--- src/rtl/msk_pkg.sv ---
package msk_pkg;

  // Action codes carried by a request.
  localparam logic [1:0] ACT_PUSH  = 2'd0;
  localparam logic [1:0] ACT_POP   = 2'd1;
  localparam logic [1:0] ACT_CLEAR = 2'd2;
  localparam logic [1:0] ACT_QUERY = 2'd3;

  // Status codes reported with every result.
  localparam logic [1:0] ST_OK         = 2'd0;
  localparam logic [1:0] ST_POP_EMPTY  = 2'd1;
  localparam logic [1:0] ST_PUSH_FULL  = 2'd2;

  typedef struct packed {
    logic [1:0]         action;
    logic signed [31:0] push_value;
  } msk_in_t;

  typedef struct packed {
    logic signed [31:0] popped_value;
    logic signed [31:0] top_value;
    logic signed [31:0] min_value;
    logic [6:0]         entry_count;
    logic               is_empty;
    logic [1:0]         status;
  } msk_out_t;

  // Decoded command handed from the front end to the execution unit.
  typedef struct packed {
    logic [1:0]         op;
    logic signed [31:0] value;
  } msk_cmd_t;

endpackage

--- src/rtl/min_tracking_stack.sv ---
// Channel   Direction  Handshake            Payload
// cmd       request    cmd_valid/cmd_stall  msk_in_t  (action, push_value)
// rsp       result     rsp_valid/rsp_stall  msk_out_t (popped, top, min, count, flags)
//
// A request passes a holding register, a two-entry queue and the registered
// result; a pop that leaves entries behind also passes the registered read of
// the new top and its stored minimum.
// Reset clears the count, the top and minimum registers and all valid flags;
// the entry store needs no clearing because only written entries are read.
// A stalled result holds the execution unit, the queue fills and cmd_stall rises.
module min_tracking_stack #(
  parameter int DEPTH = 64
) (
  input  logic              clk,
  input  logic              rst,
  input  logic              cmd_valid,
  output logic              cmd_stall,
  input  msk_pkg::msk_in_t  cmd,
  output logic              rsp_valid,
  input  logic              rsp_stall,
  output msk_pkg::msk_out_t rsp
);
  import msk_pkg::*;

  // Front end to queue.
  logic     q_push;
  logic     q_full;
  msk_cmd_t q_in;

  // Queue to execution unit.
  logic     q_valid;
  logic     q_pop;
  msk_cmd_t q_head;

  // The front end decodes each request and parks it in its holding register.
  msk_front u_front (
    .clk       (clk),
    .rst       (rst),
    .cmd_valid (cmd_valid),
    .cmd_stall (cmd_stall),
    .cmd       (cmd),
    .q_push    (q_push),
    .q_full    (q_full),
    .q_cmd     (q_in)
  );

  // The queue decouples request acceptance from execution; it holds up to two
  // commands while the execution unit is stalled.
  msk_queue u_queue (
    .clk      (clk),
    .rst      (rst),
    .push     (q_push),
    .push_cmd (q_in),
    .full     (q_full),
    .pop      (q_pop),
    .valid    (q_valid),
    .head     (q_head)
  );

  // The execution unit keeps the top entry and its running minimum in
  // registers and every entry with its own minimum column in memory, which
  // makes a pop of the minimum a single read instead of a rescan.
  msk_back #(
    .DEPTH (DEPTH)
  ) u_back (
    .clk       (clk),
    .rst       (rst),
    .q_valid   (q_valid),
    .q_cmd     (q_head),
    .q_pop     (q_pop),
    .rsp_valid (rsp_valid),
    .rsp_stall (rsp_stall),
    .rsp       (rsp)
  );

  // An empty stack always reports zero for its top and minimum.
  a_empty_zero: assert property (@(posedge clk) disable iff (rst)
    rsp_valid && rsp.is_empty |-> rsp.top_value == 32'sd0 && rsp.min_value == 32'sd0)
    else $error("empty stack reports nonzero top or minimum");

  // The tracked minimum can never exceed the value on top.
  a_min_le_top: assert property (@(posedge clk) disable iff (rst)
    rsp_valid && !rsp.is_empty |-> rsp.min_value <= rsp.top_value)
    else $error("minimum above top of stack");

  // A refused push happens only with the stack at full depth.
  a_full_count: assert property (@(posedge clk) disable iff (rst)
    rsp_valid && rsp.status == ST_PUSH_FULL |-> rsp.entry_count == 7'(DEPTH))
    else $error("push refused below full depth");

  // A refused pop happens only on an empty stack.
  a_empty_pop: assert property (@(posedge clk) disable iff (rst)
    rsp_valid && rsp.status == ST_POP_EMPTY |-> rsp.is_empty)
    else $error("pop refused on a non-empty stack");

  // The front end never writes into a full queue.
  a_queue_overrun: assert property (@(posedge clk) disable iff (rst)
    q_full |-> !q_push)
    else $error("queue overrun");

endmodule

--- src/rtl/msk_front.sv ---
module msk_front (
  input  logic              clk,
  input  logic              rst,
  input  logic              cmd_valid,
  output logic              cmd_stall,
  input  msk_pkg::msk_in_t  cmd,
  output logic              q_push,
  input  logic              q_full,
  output msk_pkg::msk_cmd_t q_cmd
);
  import msk_pkg::*;

  logic     hold_valid;
  logic     hold_valid_next;
  msk_cmd_t hold;
  logic     accept;

  // The holding register frees up in the same cycle it drains into the queue
  // only if the queue has room, so stall follows the queue being full.
  assign cmd_stall = hold_valid && q_full;
  assign accept    = cmd_valid && !cmd_stall;
  assign q_push    = hold_valid && !q_full;
  assign q_cmd     = hold;

  always_comb begin
    hold_valid_next = hold_valid;
    if (accept) begin
      hold_valid_next = 1'b1;
    end else if (q_push) begin
      hold_valid_next = 1'b0;
    end
  end

  always_ff @(posedge clk) begin
    if (rst) begin
      hold_valid <= 1'b0;
    end else begin
      hold_valid <= hold_valid_next;
    end
  end

  // Only a push carries a value; everything else travels with zero data.
  always_ff @(posedge clk) begin
    if (accept) begin
      hold.op    <= cmd.action;
      hold.value <= (cmd.action == ACT_PUSH) ? cmd.push_value : 32'sd0;
    end
  end

endmodule

--- src/rtl/msk_queue.sv ---
module msk_queue (
  input  logic              clk,
  input  logic              rst,
  input  logic              push,
  input  msk_pkg::msk_cmd_t push_cmd,
  output logic              full,
  input  logic              pop,
  output logic              valid,
  output msk_pkg::msk_cmd_t head
);
  import msk_pkg::*;

  msk_cmd_t   slots [2];
  logic       wr_ptr;
  logic       rd_ptr;
  logic [1:0] fill;

  assign full  = (fill == 2'd2);
  assign valid = (fill != 2'd0);
  assign head  = slots[rd_ptr];

  always_ff @(posedge clk) begin
    if (rst) begin
      wr_ptr <= 1'b0;
      rd_ptr <= 1'b0;
      fill   <= 2'd0;
    end else begin
      if (push) begin
        wr_ptr <= ~wr_ptr;
      end
      if (pop) begin
        rd_ptr <= ~rd_ptr;
      end
      if (push && !pop) begin
        fill <= fill + 2'd1;
      end else if (pop && !push) begin
        fill <= fill - 2'd1;
      end
    end
  end

  always_ff @(posedge clk) begin
    if (push) begin
      slots[wr_ptr] <= push_cmd;
    end
  end

endmodule

--- src/rtl/msk_back.sv ---
module msk_back #(
  parameter int DEPTH = 64
) (
  input  logic              clk,
  input  logic              rst,
  input  logic              q_valid,
  input  msk_pkg::msk_cmd_t q_cmd,
  output logic              q_pop,
  output logic              rsp_valid,
  input  logic              rsp_stall,
  output msk_pkg::msk_out_t rsp
);
  import msk_pkg::*;

  localparam int CW = $clog2(DEPTH + 1);
  localparam int AW = $clog2(DEPTH);

  localparam logic S_IDLE = 1'b0;
  localparam logic S_READ = 1'b1;

  // Each entry keeps its value and the minimum of itself and everything below.
  typedef struct packed {
    logic signed [31:0] val;
    logic signed [31:0] min;
  } ent_t;

  ent_t mem [DEPTH];
  ent_t rd_ent;

  logic               state;
  logic               state_next;
  logic [CW-1:0]      count;
  logic [CW-1:0]      count_next;
  logic signed [31:0] top_val;
  logic signed [31:0] top_val_next;
  logic signed [31:0] top_min;
  logic signed [31:0] top_min_next;
  logic signed [31:0] pend_popped;
  logic signed [31:0] pend_popped_next;
  logic               rsp_valid_next;
  msk_out_t           rsp_next;

  logic               out_free;
  logic               load;
  logic signed [31:0] popped;
  logic [1:0]         status;
  logic signed [31:0] push_min;
  logic               we;
  logic               re;
  logic [AW-1:0]      waddr;
  logic [AW-1:0]      raddr;

  assign out_free = !rsp_valid || !rsp_stall;
  assign q_pop    = (state == S_IDLE) && q_valid && out_free;
  assign waddr    = count[AW-1:0];
  assign raddr    = AW'(count - CW'(2));
  assign push_min = (count == '0 || q_cmd.value < top_min) ? q_cmd.value : top_min;

  always_comb begin
    state_next       = state;
    count_next       = count;
    top_val_next     = top_val;
    top_min_next     = top_min;
    pend_popped_next = pend_popped;
    load             = 1'b0;
    popped           = 32'sd0;
    status           = ST_OK;
    we               = 1'b0;
    re               = 1'b0;
    case (state)
      S_IDLE: begin
        if (q_pop) begin
          case (q_cmd.op)
            ACT_PUSH: begin
              load = 1'b1;
              if (count == CW'(DEPTH)) begin
                status = ST_PUSH_FULL;
              end else begin
                we           = 1'b1;
                count_next   = count + CW'(1);
                top_val_next = q_cmd.value;
                top_min_next = push_min;
              end
            end
            ACT_POP: begin
              if (count == '0) begin
                load   = 1'b1;
                status = ST_POP_EMPTY;
              end else if (count == CW'(1)) begin
                load         = 1'b1;
                popped       = top_val;
                count_next   = '0;
                top_val_next = 32'sd0;
                top_min_next = 32'sd0;
              end else begin
                re               = 1'b1;
                pend_popped_next = top_val;
                count_next       = count - CW'(1);
                state_next       = S_READ;
              end
            end
            ACT_CLEAR: begin
              load         = 1'b1;
              count_next   = '0;
              top_val_next = 32'sd0;
              top_min_next = 32'sd0;
            end
            ACT_QUERY: begin
              load = 1'b1;
            end
            default: begin
              load = 1'b1;
            end
          endcase
        end
      end
      S_READ: begin
        load         = 1'b1;
        popped       = pend_popped;
        top_val_next = rd_ent.val;
        top_min_next = rd_ent.min;
        state_next   = S_IDLE;
      end
      default: begin
        state_next = S_IDLE;
      end
    endcase

    rsp_next = rsp;
    if (load) begin
      rsp_next.popped_value = popped;
      rsp_next.top_value    = top_val_next;
      rsp_next.min_value    = top_min_next;
      rsp_next.entry_count  = 7'(count_next);
      rsp_next.is_empty     = (count_next == '0);
      rsp_next.status       = status;
    end

    if (load) begin
      rsp_valid_next = 1'b1;
    end else if (!rsp_stall) begin
      rsp_valid_next = 1'b0;
    end else begin
      rsp_valid_next = rsp_valid;
    end
  end

  always_ff @(posedge clk) begin
    if (rst) begin
      state     <= S_IDLE;
      count     <= '0;
      top_val   <= 32'sd0;
      top_min   <= 32'sd0;
      rsp_valid <= 1'b0;
    end else begin
      state     <= state_next;
      count     <= count_next;
      top_val   <= top_val_next;
      top_min   <= top_min_next;
      rsp_valid <= rsp_valid_next;
    end
  end

  always_ff @(posedge clk) begin
    pend_popped <= pend_popped_next;
    rsp         <= rsp_next;
  end

  always_ff @(posedge clk) begin
    if (we) begin
      mem[waddr] <= '{val: q_cmd.value, min: push_min};
    end
    if (re) begin
      rd_ent <= mem[raddr];
    end
  end

endmodule

--- config.mk ---
export PLATFORM = sky130hd
export DESIGN_NAME = min_tracking_stack
export DESIGN_NICKNAME = d
export VERILOG_FILES = /design/src/rtl/msk_pkg.sv /design/src/rtl/min_tracking_stack.sv /design/src/rtl/msk_front.sv /design/src/rtl/msk_queue.sv /design/src/rtl/msk_back.sv
export SDC_FILE = /design/constraint.sdc
export NUM_CORES = 2
export LEC_CHECK = 0
export BUFFER_PORTS_ARGS = -buffer_cell sky130_fd_sc_hd__buf_2
export CELL_PAD_IN_SITES_DETAIL_PLACEMENT = 2
export CELL_PAD_IN_SITES_GLOBAL_PLACEMENT = 2
export CORE_MARGIN = 10
export CORE_UTILIZATION = 47
export DETAILED_ROUTE_END_ITERATION = 6
export PLACE_DENSITY_LB_ADDON = 0.1
export SYNTH_ARGS = -nofsm -noshare
export SYNTH_HDL_FRONTEND = slang
export SYNTH_MEMORY_MAX_BITS = 65536
export SYNTH_SLANG_ARGS = --single-unit
--- constraint.sdc ---
create_clock -name clk -period 8.9 [get_ports clk]
set_input_delay 0.89 -clock clk [delete_from_list [all_inputs] [get_ports clk]]
set_output_delay 0.89 -clock clk [all_outputs]
set_load 0.01 [all_outputs]
==> results.sh <==
export IMPL_detail_route_antenna_nets=0
export IMPL_critPathTopFamily="simple AND/OR/NAND/NOR gates"
export IMPL_detail_route_vias_per_cell=7.06
export IMPL_synth_area_um2=171000
export IMPL_grt_overflow=0
export IMPL_final_min_period_over_clock_period=0.696
export IMPL_internal_power_mw=39.9
export IMPL_crit_chain="inv_1, ha_1, or3b_1, o32a_1, and2_4, nand3_1, nor2_4, buf_4, buf_4"
export IMPL_place_congestion=0.802
export IMPL_r2r_slack_ps=2700
export IMPL_stdcell_count=12717
export IMPL_r2r_start="u_back.count[1]"
export IMPL_cts_root_buf="clkbuf_16"
export IMPL_start_util=0.472
export IMPL_final_min_clock_period_ps=6200
export IMPL_ys_warn_count=0
export IMPL_crit_top_cell="buf_4"
export IMPL_maxCapViolations=1
export IMPL_leakagePower_nw=58.6
export IMPL_cts_htree_levels=5
export IMPL_fp_dieH_um=623
export IMPL_drt_initial_drc_count=14987
export IMPL_hp_class="primary input to flop"
export IMPL_drtPass1Iterations=7
export IMPL_io_buffers=145
export IMPL_place_area_um2=179000
export IMPL_holdBufCountCts=0
export IMPL_crit_buf_inv=3
export IMPL_dieArea_um2=388000
export IMPL_critical_path_startpoint_type="flop"
export IMPL_final_area_um2=195000
export IMPL_grt_max_degree=127
export IMPL_cts_resized_gates=0
export IMPL_worst_path_max_fanout=60
export IMPL_areaGrowthSynthToFinish_pct=14.0
export IMPL_ioPinCount=146
export IMPL_worst_pin_slew_ps=1520
export IMPL_n_fill_cell=29739
export IMPL_ys_async_sr_fraction=0
export IMPL_grtUsageTotal=0.333
export IMPL_placed_cells=11815
export IMPL_syn_avg_cell_area_um2=24.4
export IMPL_synth_edf_count=4400
export IMPL_grt_pass1_wl_um=884000
export IMPL_comb_power_share=0.159
export IMPL_fp_coreArea_um2=362000
export IMPL_fin_tns_setup_ps=0
export IMPL_setup_viol=0
export IMPL_num_vias=89720
export IMPL_ir_worst_vdd_v=0.000243
export IMPL_cts_buffers=468
export IMPL_fin_nets=7570
export IMPL_clock_sinks=4479
export IMPL_hold_start="cmd[32]"
export IMPL_clockBufferDepth=4
export IMPL_post_drt_wl_per_cell_um=51.5
export IMPL_synth_ff_type="edfxtp_1"
export IMPL_seq_area_um2=134000
export IMPL_worst_setup_path_type="flop to flop"
export IMPL_clock_power_share=0.366
export IMPL_fin_worst_skew_ps=56.4
export IMPL_p_switching_mw=15.5
export IMPL_postCtsSetupBuffers=0
export IMPL_reg2reg_depth=9
export IMPL_critPathArrivalTime_ps=6820
export IMPL_grt_pass1_vias=93450
export IMPL_slew_headroom=-0.0243
export IMPL_holdWs_ps=117
export IMPL_dp_hpwl_um=331000
export IMPL_hold_path_depth=1
export IMPL_yosys_register_bits=4479
export IMPL_hold_violations=0
export IMPL_swShare=0.279
export IMPL_failed_checks="DRC, capacitance limit, slew limit"
export IMPL_endpoint_kind="flop"
export IMPL_drive_above_1_share=0.327
export IMPL_yosysSeqAreaShare=0.783
export IMPL_max_freq_mhz=161
export IMPL_routed_wl_um=655000
export IMPL_whs_endpoint="u_front.q_cmd[32]"
export IMPL_p_per_area_nw_per_um2=285
export IMPL_multi_input_area_um2=35900
export IMPL_grt_antenna_before_repair=42
export IMPL_ys_types=57
export IMPL_rsz0062_at_grt="false"
export IMPL_crit_required_ps=9520
export IMPL_cts_tree="done"
export IMPL_clkSlewWorstSetupHoldPaths_ps=60
export IMPL_status="finished, violations left"
export IMPL_insertion_delay_ps=1020
export IMPL_final_core_util=0.537
export IMPL_syn_instance_count=6989
export IMPL_maxSlewViolCount=3
export IMPL_rows=221
export IMPL_cpPeakStageDelay_ps=1070
export IMPL_reg2reg_to="u_back.mem[35][17]"
export IMPL_p_seq_frac=0.475
export IMPL_synthesis_nets=7067
export IMPL_fp_dieW_um=623
export IMPL_drc_errors=6
export IMPL_cp_slowest_cell="dfxtp_4"
power groups by stage:
stage | Clock (mW) | Combinational, mW | Sequential [mW]
after floorplan | 0 | 4.95 | 26.5
after global placement | 0 | 8.11 | 26.7
after detailed placement | 0 | 8.61 | 26.7
after CTS | 20.4 | 8.73 | 26.3
after global routing | 21.2 | 9.20 | 26.3
final | 20.3 | 8.82 | 26.3
how the worst max path moves through the flow:
stage / start / endpoint / slack [ps] / depth (start not counted)
after floorplan: rsp_stall / u_back.mem[58][0] / 400 / 4
after global placement: u_back.count[1] / u_back.rd_ent[14] / 3010 / 7
after detailed placement: flop / u_back.mem[28][17] / 2930 / 11
after CTS: u_back.count[1] / u_back.rd_ent[15] / 2890 / 7
after global routing: flop / u_back.mem[28][17] / 2600 / 11
final: u_back.count[1] / u_back.mem[35][17] / 2700 / 9
state kept, by name (all words and copies together), names as in the netlist, 2 cells and up, named ones only:
signal / flops
u_back.rd_ent: 64
u_back.top_min: 32
u_queue.fill: 2
u_back.mem: 4096
u_front.q_cmd: 34
u_back.rsp: 106
u_back.top_val: 32
u_back.count: 7
u_queue.slots: 68
u_back.pend_popped: 32
cells by family after synthesis:
family,share of synthesized area
flops,0.783
mux,0.182
buf+inv,0.0103
simple gates,0.0105
compound gates,0.0110
fa+ha+maj,0.00293
xor+xnor,0.000410
cells in the mapped netlist, types with 2 or more instances:
cell type / number / share of area
inv_1: 51 / 0.0011
and4_1: 2 / 0.00010
nand3b_1: 3 / 0.00013
a21oi_1: 13 / 0.00038
nor3_1: 8 / 0.00023
o22ai_1: 6 / 0.00022
mux2_1: 10 / 0.00066
xor2_1: 6 / 0.00031
buf_2: 117 / 0.0034
mux2_2: 55 / 0.0036
o211ai_1: 4 / 0.00018
a22oi_1: 35 / 0.0015
nand3_1: 73 / 0.0021
nand2_1: 61 / 0.0013
buf_6: 2 / 0.00013
or3_1: 2 / 0.000073
clkbuf_1: 229 / 0.0050
a22o_1: 32 / 0.0016
mux4_2: 1344 / 0.18
buf_1: 24 / 0.00053
o221ai_1: 2 / 0.00010
a311oi_1: 33 / 0.0017
ha_1: 40 / 0.0029
nor4_1: 3 / 0.00011
nor2_1: 125 / 0.0027
nand4_1: 8 / 0.00029
nor3b_1: 2 / 0.000088
mux2i_1: 2 / 0.00012
o21ai_0: 46 / 0.0013
xnor2_1: 2 / 0.00010
a31oi_1: 33 / 0.0012
and3_1: 4 / 0.00015
nand2b_1: 2 / 0.000073
a211oi_1: 4 / 0.00018
a221oi_1: 33 / 0.0017
o22a_1: 2 / 0.00010
and2_1: 37 / 0.0014
nor2b_1: 35 / 0.0013
o21a_1: 3 / 0.00013
o21ai_1: 2 / 0.000059
dfxtp_1: 79 / 0.0093
edfxtp_1: 4400 / 0.77
area by class of cell:
type / count / area share
clock inverters: 245 / 0.0122
diodes: 17 / 0.000219
clock buffers: 639 / 0.0666
inverters: 51 / 0.000984
repair buffers: 406 / 0.0175
flip-flops and latches: 4479 / 0.687
multi-input cells: 2086 / 0.184
well taps: 4794 / 0.0308
metrics by stage:
step / total power [mW] / setup slack [ps]
floorplan: 31.5 / 403
global placement: 34.8 / 3010
detailed placement: 35.3 / 2930
CTS: 55.5 / 2890
global route: 56.7 / 2600
finish: 55.4 / 2700
layer usage:
layer / routed length (um) / share of wire / vias to the layer above / GRT usage
li1: - / - / 31390 / -
met2: 321000 / 0.49 / 6635 / 0.545
met5: 97 / 0.00015 / - / 0
met1: 241000 / 0.37 / 50313 / 0.445
met4: 32300 / 0.049 / 12 / 0.137
met3: 61600 / 0.094 / 1370 / 0.0607
worst reg2reg max path, stage by stage, from the launching register on:
cell	delay [ps]
dfxtp_4	1070
inv_1	490
ha_1	380
or3b_1	230
o32a_1	280
and2_4	830
nand3_1	790
nor2_4	320
buf_4	580
buf_4	790
cells in the final DEF, fill, tap and decap left out, types with 57 or more instances in the layout:
master	synthesis	layout
buf_12	0	57
buf_2	117	144
buf_4	1	205
clkbuf_1	229	124
clkbuf_16	0	479
clkinv_1	0	79
clkinv_2	0	88
dfxtp_1	79	75
edfxtp_1	4400	4400
mux4_2	1344	1344
nand2_1	61	59
nand3_1	73	73
nor2_1	125	61
nor2_4	0	63
Note: power is estimated with default switching activity, not from simulation.
